===== config.mk =====
export PLATFORM = sky130hd
export DESIGN_NAME = isochronous_joint_speeds_top
export DESIGN_NICKNAME = d
export VERILOG_FILES = /design/src/hdl/ijs_pkg.sv /design/src/hdl/ijs_div.sv /design/src/hdl/isochronous_joint_speeds_top.sv
export SDC_FILE = /design/constraint.sdc
export NUM_CORES = 1
export LEC_CHECK = 0
export BUFFER_PORTS_ARGS = -buffer_cell sky130_fd_sc_hd__buf_2
export CORE_ASPECT_RATIO = 1.2
export CORE_MARGIN = 4
export CORE_UTILIZATION = 35
export CTS_BUF_LIST = sky130_fd_sc_hd__clkbuf_2
export DETAILED_ROUTE_END_ITERATION = 10
export PLACE_DENSITY = 0.57
export SLEW_MARGIN = 10
export SYNTH_ARGS = -nofsm -noshare
export SYNTH_HDL_FRONTEND = slang
export SYNTH_HIERARCHICAL = 1
export SYNTH_SLANG_ARGS = --single-unit

===== constraint.sdc =====
create_clock -name clk -period 5.4 [get_ports clk]
set_input_delay 1.62 -clock clk [delete_from_list [all_inputs] [get_ports clk]]
set_output_delay 1.62 -clock clk [all_outputs]
set_load 0.005 [all_outputs]

===== src/hdl/ijs_pkg.sv =====
package ijs_pkg;

	localparam int unsigned MAX_JOINTS = 8;
	localparam int unsigned DATA_W     = 32;
	localparam int unsigned FRAC_W     = 16;
	localparam int unsigned CFG_W      = 4;
	localparam int unsigned OUT_IDX_W  = 3;
	localparam int unsigned SLOT_W     = (MAX_JOINTS > 1) ? $clog2(MAX_JOINTS) : 1;
	localparam int unsigned CNT_W      = $clog2(MAX_JOINTS + 1);
	localparam int unsigned DIV_CNT_W  = $clog2(DATA_W);

	localparam logic [CFG_W-1:0]  JOINT_COUNT_RST = CFG_W'(3);
	localparam logic [DATA_W-1:0] SAT_VAL         = {DATA_W{1'b1}};

	typedef logic [DATA_W-1:0] word_t;

endpackage


===== src/hdl/ijs_div.sv =====
module ijs_div (
	input  logic           clk,
	input  logic           arst_n,
	input  logic           start,
	input  ijs_pkg::word_t num,
	input  ijs_pkg::word_t den,
	output logic           done,
	output ijs_pkg::word_t quo
);

	logic                                   busy_q;
	logic                                   done_q;
	logic [ijs_pkg::DIV_CNT_W-1:0]          cnt_q;
	logic [ijs_pkg::DATA_W-1:0]             rem_q;
	logic [ijs_pkg::DATA_W-1:0]             den_q;
	logic [ijs_pkg::DATA_W-1:0]             nsh_q;
	logic [ijs_pkg::DATA_W-1:0]             quo_q;
	logic [ijs_pkg::DATA_W:0]               trial;
	logic                                   qbit;
	logic [ijs_pkg::DATA_W:0]               diff;
	logic                                   sat;

	// quotient overflows 32 bits exactly when num >> 16 >= den
	assign sat   = {{ijs_pkg::FRAC_W{1'b0}}, num[ijs_pkg::DATA_W-1:ijs_pkg::FRAC_W]} >= den;
	assign trial = {rem_q, nsh_q[ijs_pkg::DATA_W-1]};
	assign diff  = trial - {1'b0, den_q};
	assign qbit  = !diff[ijs_pkg::DATA_W];

	always_ff @(posedge clk or negedge arst_n) begin
		if (!arst_n) begin
			busy_q <= 1'b0;
			done_q <= 1'b0;
			cnt_q  <= '0;
		end else begin
			done_q <= 1'b0;
			if (start) begin
				if (sat) begin
					done_q <= 1'b1;
				end else begin
					busy_q <= 1'b1;
					cnt_q  <= ijs_pkg::DIV_CNT_W'(ijs_pkg::DATA_W - 1);
				end
			end else if (busy_q) begin
				cnt_q <= cnt_q - 1'b1;
				if (cnt_q == '0) begin
					busy_q <= 1'b0;
					done_q <= 1'b1;
				end
			end
		end
	end

	always_ff @(posedge clk) begin
		if (start) begin
			quo_q <= ijs_pkg::SAT_VAL;
			den_q <= den;
			rem_q <= {{ijs_pkg::FRAC_W{1'b0}}, num[ijs_pkg::DATA_W-1:ijs_pkg::FRAC_W]};
			nsh_q <= {num[ijs_pkg::FRAC_W-1:0], {(ijs_pkg::DATA_W-ijs_pkg::FRAC_W){1'b0}}};
		end else if (busy_q) begin
			quo_q <= {quo_q[ijs_pkg::DATA_W-2:0], qbit};
			nsh_q <= {nsh_q[ijs_pkg::DATA_W-2:0], 1'b0};
			if (qbit) begin
				rem_q <= diff[ijs_pkg::DATA_W-1:0];
			end else begin
				rem_q <= trial[ijs_pkg::DATA_W-1:0];
			end
		end
	end

	assign done = done_q;
	assign quo  = quo_q;

endmodule


===== src/hdl/isochronous_joint_speeds_top.sv =====
// Synchronized joint velocity scaling. Each input beat loads one joint (current
// position, target position, reference speed, Q16.16); after joint_count joints
// the block emits one velocity beat per joint, distance / largest travel time,
// with last on the final one. A single shared restoring divider resolves one
// quotient bit per cycle; a joint with zero distance, or any joint of a set
// with a speed error, skips the velocity divide. One joint is handled at a
// time; in_stall stays high while the divider or the emit sequence is busy.
module isochronous_joint_speeds_top (
	input  logic                            clk,
	input  logic                            arst_n,
	input  logic                            psel,
	input  logic                            penable,
	input  logic                            pwrite,
	input  logic [2:0]                      paddr,
	input  logic [31:0]                     pwdata,
	output logic [31:0]                     prdata,
	output logic                            pready,
	input  logic                            in_valid,
	output logic                            in_stall,
	input  logic signed [31:0]              current_position,
	input  logic signed [31:0]              target_position,
	input  logic signed [31:0]              reference_speed,
	output logic                            out_valid,
	input  logic                            out_stall,
	output logic [ijs_pkg::OUT_IDX_W-1:0]   joint_index,
	output logic [31:0]                     joint_velocity,
	output logic                            speed_error,
	output logic                            last
);

	localparam logic [2:0] S_IDLE = 3'd0;
	localparam logic [2:0] S_TIME = 3'd1;
	localparam logic [2:0] S_CHK  = 3'd2;
	localparam logic [2:0] S_VEL  = 3'd3;
	localparam logic [2:0] S_VDIV = 3'd4;
	localparam logic [2:0] S_PUT  = 3'd5;

	logic [2:0]                     state_q;
	logic [ijs_pkg::CFG_W-1:0]      joint_count_q;
	ijs_pkg::word_t                 dist_q [ijs_pkg::MAX_JOINTS];
	ijs_pkg::word_t                 largest_q;
	logic [ijs_pkg::CNT_W-1:0]      loaded_q;
	logic                           err_q;
	logic [ijs_pkg::SLOT_W-1:0]     k_q;
	ijs_pkg::word_t                 vel_q;

	logic                           out_valid_q;
	logic [ijs_pkg::OUT_IDX_W-1:0]  idx_out_q;
	ijs_pkg::word_t                 vel_out_q;
	logic                           err_out_q;
	logic                           last_out_q;

	logic                           in_acc;
	logic                           cfg_wr;
	logic [32:0]                    diff;
	ijs_pkg::word_t                 span;
	logic                           spd_ok;
	logic [ijs_pkg::SLOT_W-1:0]     slot;
	logic [ijs_pkg::CNT_W-1:0]      n_eff;
	ijs_pkg::word_t                 d_k;
	logic                           out_free;
	logic                           k_last;

	logic                           div_start;
	ijs_pkg::word_t                 div_num;
	ijs_pkg::word_t                 div_den;
	logic                           div_done;
	ijs_pkg::word_t                 div_quo;

	ijs_div u_div (
		.clk    (clk),
		.arst_n (arst_n),
		.start  (div_start),
		.num    (div_num),
		.den    (div_den),
		.done   (div_done),
		.quo    (div_quo)
	);

	assign pready = 1'b1;
	assign cfg_wr = psel && penable && pwrite && (paddr[2] == 1'b0);
	assign prdata = (paddr[2] == 1'b0) ? {{(32-ijs_pkg::CFG_W){1'b0}}, joint_count_q} : '0;

	assign in_stall = (state_q != S_IDLE);
	assign in_acc   = in_valid && !in_stall;

	assign diff   = {target_position[31], target_position} - {current_position[31], current_position};
	assign span   = diff[32] ? 32'(-diff) : diff[31:0];
	assign spd_ok = !reference_speed[31] && (reference_speed != '0);

	always_comb begin
		if (loaded_q >= ijs_pkg::CNT_W'(ijs_pkg::MAX_JOINTS)) begin
			slot = ijs_pkg::SLOT_W'(ijs_pkg::MAX_JOINTS - 1);
		end else begin
			slot = loaded_q[ijs_pkg::SLOT_W-1:0];
		end
		if (joint_count_q == '0) begin
			n_eff = ijs_pkg::CNT_W'(1);
		end else if ({1'b0, joint_count_q} > 5'(ijs_pkg::MAX_JOINTS)) begin
			n_eff = ijs_pkg::CNT_W'(ijs_pkg::MAX_JOINTS);
		end else begin
			n_eff = ijs_pkg::CNT_W'(joint_count_q);
		end
	end

	assign d_k      = dist_q[k_q];
	assign out_free = !out_valid_q || !out_stall;
	assign k_last   = (ijs_pkg::CNT_W'(k_q) + 1'b1) == loaded_q;

	always_comb begin
		div_start = 1'b0;
		div_num   = span;
		div_den   = reference_speed;
		if (state_q == S_IDLE) begin
			div_start = in_acc && spd_ok;
		end else begin
			div_num   = d_k;
			div_den   = largest_q;
			div_start = (state_q == S_VEL) && !err_q && (d_k != '0) && (largest_q != '0);
		end
	end

	always_ff @(posedge clk or negedge arst_n) begin
		if (!arst_n) begin
			joint_count_q <= ijs_pkg::JOINT_COUNT_RST;
		end else if (cfg_wr) begin
			joint_count_q <= pwdata[ijs_pkg::CFG_W-1:0];
		end
	end

	always_ff @(posedge clk) begin
		if (in_acc) begin
			dist_q[slot] <= span;
		end
	end

	always_ff @(posedge clk or negedge arst_n) begin
		if (!arst_n) begin
			state_q   <= S_IDLE;
			largest_q <= '0;
			loaded_q  <= '0;
			err_q     <= 1'b0;
			k_q       <= '0;
			vel_q     <= '0;
		end else begin
			unique case (state_q)
				S_IDLE: begin
					if (in_acc) begin
						loaded_q <= ijs_pkg::CNT_W'(slot) + 1'b1;
						if (spd_ok) begin
							state_q <= S_TIME;
						end else begin
							err_q   <= 1'b1;
							state_q <= S_CHK;
						end
					end
				end
				S_TIME: begin
					if (div_done) begin
						if (div_quo > largest_q) begin
							largest_q <= div_quo;
						end
						state_q <= S_CHK;
					end
				end
				S_CHK: begin
					if (loaded_q < n_eff) begin
						state_q <= S_IDLE;
					end else begin
						k_q     <= '0;
						state_q <= S_VEL;
					end
				end
				S_VEL: begin
					if (err_q || (d_k == '0)) begin
						vel_q   <= '0;
						state_q <= S_PUT;
					end else if (largest_q == '0) begin
						vel_q   <= ijs_pkg::SAT_VAL;
						state_q <= S_PUT;
					end else begin
						state_q <= S_VDIV;
					end
				end
				S_VDIV: begin
					if (div_done) begin
						vel_q   <= div_quo;
						state_q <= S_PUT;
					end
				end
				S_PUT: begin
					if (out_free) begin
						if (k_last) begin
							largest_q <= '0;
							loaded_q  <= '0;
							err_q     <= 1'b0;
							state_q   <= S_IDLE;
						end else begin
							k_q     <= k_q + 1'b1;
							state_q <= S_VEL;
						end
					end
				end
				default: begin
					state_q <= S_IDLE;
				end
			endcase
		end
	end

	// output beat register
	always_ff @(posedge clk or negedge arst_n) begin
		if (!arst_n) begin
			out_valid_q <= 1'b0;
		end else if ((state_q == S_PUT) && out_free) begin
			out_valid_q <= 1'b1;
		end else if (!out_stall) begin
			out_valid_q <= 1'b0;
		end
	end

	always_ff @(posedge clk) begin
		if ((state_q == S_PUT) && out_free) begin
			idx_out_q  <= ijs_pkg::OUT_IDX_W'(k_q);
			vel_out_q  <= vel_q;
			err_out_q  <= err_q;
			last_out_q <= k_last;
		end
	end

	assign out_valid      = out_valid_q;
	assign joint_index    = idx_out_q;
	assign joint_velocity = vel_out_q;
	assign speed_error    = err_out_q;
	assign last           = last_out_q;

endmodule

==> metrics.md, run 1 <==
| Metric | Value |
|---|---|
| Psw | `6.41 mW` |
| Initial DRC count | `1,099` |
| Fin crit share | `between 90% and 100%` |
| Remaining global-route overflow | `0` |
| Combinational power share | `between 40% and 50%` |
| Core Rows | `109` |
| Highest clock rate | `around 190 MHz` |
| Top Ports | `210` |
| Die Y-Extent | `308 um` |
| Antenna violations before repair | `3` |
| Vias in the first global route | `20,400` |
| CTS sink count | `between 400 and 500` |
| Skew final | `109 ps` |
| Most frequent cells in the layout | `edfxtp_1, buf_4, nand2_1` |
| GP Congestion | `0.887` |
| H-tree levels | `3` |
| Commonest non-fill, non-tap cell in the layout | `edfxtp_1` |
| Final net count | `2,955` |
| Clock group share of total power | `15.3%` |
| Peak supply drop | `between 0.0002 and 0.0003 V` |
| Final hold vios | `0` |
| Area Overhead vs Synth | `18.7%` |
| Post-synth top flop | `edfxtp_1` |
| Max Root-Sink Buffers | `3` |
| Sum Neg Setup Slack | `0 ps` |
| Final routed DRC violation total | `0` |
| Leakage | `~13 nW` |
| R2r endpoint | `u_div/cnt_q[2]` |
| Power, Total | `15.8 mW` |
| Hold Crit Depth | `0` |
| FF-to-FF Start | `k_q[0]` |
| Routed Antenna Nets | `0` |
| Final Max Slew Viols | `0` |
| Proportion of layout cells with a drive suffix above 1 | `~28%` |
| Status | `complete, no violations` |
| CTS tree | `yes` |
| Routed length per placed instance | `18.1 um` |
| Power Dens Cells | `approximately 510 mW/mm^2` |
| Max_cap viols | `0` |
| Data required time of the worst path | `approximately 6500 ps` |
| Post-layout util | `42.2%` |
| Synthesized area | `0.0263 mm^2` |
| Largest net degree at the start of global routing | `67` |
| Sw Ratio | `40.5%` |
| Worst-skew pair later-pin latency | `1140 ps` |
| Reg2Reg Setup Slack | `910 ps` |
| Drt pass-1 iters | `5` |
| Worst hold slack | `between 400 and 500 ps` |
| Worst-path fanout max | `9` |
| Int Pwr | `9.40 mW` |
| Post-DR vias/cell | `5.15` |
| Max-slew headroom | `39.1%` |
| Post-synthesis cell type count | `96` |
| Post-DP HPWL | `49,400 um` |
| Starting Density | `35.5%` |
| Die Wd | `about 260 um` |
| DRT Wirelength | `approximately 69,000 um` |
| Worst Hold Class | `flip-flop to flip-flop` |
| Yosys reg bits | `492` |
| Reg clk slew, reported paths | `120 ps` |
| CP arrival | `6330 ps` |
| Crit path capture type | `flip-flop` |
| Least-Margin Pin Slew | `912 ps` |
| Ys Warns | `6` |
| Hold Path End | `joint_velocity[5]` |
| Final min period | `5260 ps` |
| Critical path startpoint category | `input pin` |
| CTS Hold Bufs | `0` |
| Core area | `0.0741 mm^2` |
| Post-synth EDFFs | `357` |
| First-pass GRT wire length | `108,000 um` |
| Crit path kind | `input pin to flip-flop` |
| Gr usage total | `around 17%` |
| Final setup viols | `0` |
| Mean Syn Cell Area | `11.6 um^2` |
| CTS buffer count | `120` |
| Reg2Reg Depth | `15` |
| Vias | `19,600` |
| Seq/Total Area, Yosys | `52.7%` |
| Hold_sp | `vel_q[5]` |
| CTS Root Cell | `clkbuf_2` |
| Die area | `roughly 0.080 mm^2` |
| Mapped Cells | `2,261` |
| Port buffer count | `150` |
| Ys async rst share | `17.7%` |
| Register share of total power | `37.3%` |
| Layout filler cell count | `7,090` |
-- sequential cells by signal (all words and copies together), names as in the netlist, 5 cells and up --
name and flops:
u_div/nsh_q 16, vel_q 32, u_div/quo 32, joint_velocity 32
u_div/rem_q 32, largest_q 32, dist_q 256, u_div/cnt_q 5
u_div/den_q 32
-- layer usage --
metal  routed length [um]  GRT usage, %  vias up  share of wire [%]
met5                    0             0        -                  0
met4                 1740          5.70        0                2.5
met3                 3550          2.93      102                5.2
met2                35600          31.3      522                 52
met1                27700          19.9     9566                 40
li1                     -             -     9378                  -
-- cell type report --
type | count | area (um^2) | share of cell area [%]
inverters | 144 | 553 | 1.77
repair buffers | 427 | 2900 | 9.27
multi-input cells | 1510 | 11600 | 37.1
clock buffers | 179 | 896 | 2.87
well taps | 999 | 1250 | 4.00
diodes | 1 | 2.50 | 0.00801
flip-flops and latches | 492 | 13900 | 44.4
clock inverters | 45 | 204 | 0.653
-- worst max-delay path by stage --
stage / end / slack (ps) / start / depth (start not counted)
after floorplan: u_div/busy_q / -510 / target_position[0] / 25
after global placement: u_div/busy_q / -1100 / target_position[0] / 29
after detailed placement: u_div/busy_q / -1150 / target_position[0] / 28
after CTS: u_div/busy_q / 180 / target_position[0] / 28
after global routing: u_div/busy_q / -2 / current_position[8] / 22
final: u_div/busy_q / 140 / current_position[8] / 22
-- metrics by stage --
step / cells / area [um^2] / worst slack (ps)
3_5_place_dp: 3570 / 30000 / -1150
5_1_grt: 3797 / 31300 / -1.76
4_1_cts: 3794 / 31100 / 176
2_1_floorplan: 2288 / 26500 / -510
6_report: 3797 / 31300 / 143
3_3_place_gp: 3570 / 30000 / -1100
-- logic make-up after synthesis --
group	share of synthesized area, %
XOR/XNOR	2.76
AO/OA/AOI/OAI	14.1
adder cells (fa/ha/maj)	5.86
multiplexers	9.85
flip-flops	52.7
AND/OR/NAND/NOR	9.88
buffers and inverters	4.88
other	0.0285
-- worst max-delay path, cell delays in order --
cell       delay (ps)
buf_2              70
inv_1              30
ha_1              340
buf_4             180
a21o_1            200
a22o_4            290
a221o_1           390
o21ai_2           180
mux2_1            350
a211oi_2          260
and4b_2           310
a41oi_2           220
xnor2_1           110
buf_4             170
o21a_1            220
ha_1              320
a21oi_1           150
nor2b_1            60
o21ai_0           150
nand2_1           180
a221oi_2          340
a2bb2oi_1         170
-- Yosys cell counts (all sizes together) (28+ instances only) --
library cell  instances  share of area (%)
a21o                 57                1.6
inv                 144                2.1
buf                  84                2.0
xnor2                46                1.6
nand2               195                2.8
mux4                 64                5.5
xor2                 36                1.2
mux2i                88                3.3
o21a                 28               0.80
nor4                 31               0.84
ha                  120                5.7
a21oi               139                2.8
a31oi                66                1.6
nand4                42                1.0
dfrtp                85                8.1
clkbuf               58               0.83
nand3                29               0.57
o21ai               112                2.2
dfxtp                48                3.7
a22o                 33                1.1
edfxtp              357                 41
nor2                139                2.0
-- repair_timing --
action,in CTS,in global routing
setup buffers,0,2
endpoints found under the setup margin,0,7
resized for setup,0,24
-- power by group through the flow --
stage	clock (mW)	sequential [mW]	combinational, mW
after floorplan	0	5.67	5.35
after global placement	0	5.96	7.24
after detailed placement	0	5.99	7.41
after CTS	2.55	5.91	7.45
after global routing	2.74	6.00	8.36
final	2.43	5.90	7.48
Power figures use the tool's default switching activity.
==> inputs of run 2 (changes only) <==
CORE_UTILIZATION = 40   (was 35)
PLACE_DENSITY = 0.63   (was 0.57)
SLEW_MARGIN = 30   (was 10)
==> metrics.md, run 2 (synthesis gave the netlist of run 1 again) <==
| Metric | Value |
|---|---|
| CTS tree | `yes` |
| CTS Root Cell | `clkbuf_2` |
| Peak supply drop | `0.000433 V` |
| Worst Hold Class | `flip-flop to flip-flop` |
| Max-slew headroom | `38.9%` |
| Int Pwr | `9.42 mW` |
| Drt pass-1 iters | `7` |
| Die Wd | `242 um` |
| Core Rows | `102` |
| Starting Density | `between 40% and 50%` |
| Worst-skew pair later-pin latency | `1180 ps` |
| Vias in the first global route | `19,800` |
| Antenna violations before repair | `2` |
| CP arrival | `6340 ps` |
| Max_cap viols | `0` |
| DRT Wirelength | `66,500 um` |
| WL met3 | `3330 um` |
| H-tree levels | `3` |
| Die area | `between 0.06 and 0.07 mm^2` |
| Area Overhead vs Synth | `18.5%` |
| Die Y-Extent | `289 um` |
| Critical path startpoint category | `input pin` |
| Top Metal Used | `met4` |
| Remaining global-route overflow | `0` |
| Final min period | `5230 ps` |
| CTS buffer count | `116` |
| Reg clk slew, reported paths | `130 ps` |
| Worst hold slack | `447 ps` |
| Register share of total power | `around 37%` |
| Worst-path fanout max | `7` |
| First-pass GRT wire length | `104,000 um` |
| Routed length per placed instance | `around 18 um` |
| Met1 WL | `26,300 um` |
| Crit path capture type | `flip-flop` |
| Top Ports | `210` |
| Reg with most FFs | `dist_q` |
| Gr usage total | `18.4%` |
| Power Dens Cells | `about 510 mW/mm^2` |
| GP Congestion | `0.900` |
| Hold Crit Depth | `0` |
| Power, Total | `15.8 mW` |
| Combinational power share | `47.5%` |
| Final setup viols | `0` |
| Core area | `approximately 0.065 mm^2` |
| Clock group share of total power | `15.1%` |
| Least-Margin Pin Slew | `915 ps` |
| Sw Ratio | `40.5%` |
| Status | `complete, no violations` |
| Psw | `6.42 mW` |
| Reg2Reg Setup Slack | `850 ps` |
| Final hold vios | `0` |
| Data required time of the worst path | `6510 ps` |
| Highest clock rate | `191 MHz` |
| Skew final | `113 ps` |
| Largest net degree at the start of global routing | `67` |
| CTS sink count | `between 400 and 500` |
| Max FFs per register | `256` |
| Max Root-Sink Buffers | `3` |
| Final Max Slew Viols | `0` |
| Routed Antenna Nets | `0` |
| Initial DRC count | `1,032` |
| Leakage | `around 13 nW` |
| Final routed DRC violation total | `0` |
| Crit path kind | `input pin to flip-flop` |
| Post-DP HPWL | `47,700 um` |
| Post-layout util | `48.1%` |
| Commonest non-fill, non-tap cell in the layout | `edfxtp_1` |
| Vias | `19,500` |
| Post-DR vias/cell | `5.40` |
| Most frequent cells in the layout | `edfxtp_1, buf_4, nand2_1` |
| Met2 wire len | `between 30,000 and 40,000 um` |
| Reg2Reg Depth | `16` |
| Proportion of layout cells with a drive suffix above 1 | `~29%` |
| Final net count | `2,951` |
| Fin crit share | `96.9%` |
| Port buffer count | `150` |
| Sum Neg Setup Slack | `0 ps` |
## run 2: cell types whose count changed in the layout (fill, tap and decap cells not counted), sizes merged
cell      before  now
clkinv        40   31
clkbuf       179  174
clkinvlp       0    2
inv          149  147
diode          1    2
## run 2: critical path, stage by stage
cell and delay [ps]:
buf_4 130, inv_12 30, ha_4 150, inv_2 40, fa_2 190, a21o_1 140
buf_6 120, nand4_1 140, buf_4 180, a211o_1 360, a31oi_2 210, o32ai_2 130
a211oi_2 300, and4_1 250, buf_4 160, a21oi_4 80, xnor2_4 270, o21a_1 240
ha_4 230, a21o_1 150, a21o_1 180, a21oi_2 130, o21ai_2 60, a21o_1 160
a21o_1 220, a221oi_2 290, a2bb2oi_1 180
## run 2: area by class of cell
type | count | area, um^2
inverter | 144 | 553
antenna | 2 | 5.00
timing repair buffer | 427 | 2970
tap | 832 | 1040
fill | 5896 | 33700
multi-input combinational | 1510 | 11700
sequential | 492 | 13900
clock inverter | 36 | 186
clock buffer | 174 | 871
## run 2: per-stage QoR
step	area (um^2)	worst slack [ps]	std cells
2_1_floorplan	26500	-510	2288
3_3_place_gp	29700	-1150	3389
3_5_place_dp	29800	-1290	3389
4_1_cts	30800	24.9	3599
5_1_grt	31200	-59.4	3617
6_report	31200	167	3617
## run 2: what timing repair did
item                       in CTS  in global routing
hold buffers                    0                  0
gates resized for setup         0                 38
setup endpoints to repair       0                  7
setup buffers                   0                 14
## run 2: worst paths after layout
| check | from | endpoint |
|---|---|---|
| max | target_position[0] | u_div/busy_q |
| min | vel_q[12] | joint_velocity[12] |
| max reg2reg | k_q[0] | u_div/cnt_q[1] |
| min reg2reg | vel_q[12] | joint_velocity[12] |
| max in group asynchronous | arst_n | out_valid |
| min in group asynchronous | arst_n | u_div/busy_q |
## run 2: layer usage
metal	GRT usage, %	vias to the layer above
met5	0	-
met4	7.04	0
met3	3.11	98
met2	34.3	560
met1	21.2	9535
li1	-	9336
## run 2: power by group through the flow
stage | clock (mW) | sequential, mW | combinational, mW
6_report | 2.39 | 5.92 | 7.53
3_3_place_gp | 0 | 5.98 | 7.12
5_1_grt | 2.67 | 6.02 | 8.36
4_1_cts | 2.47 | 5.93 | 7.36
2_1_floorplan | 0 | 5.67 | 5.35
3_5_place_dp | 0 | 6.01 | 7.31
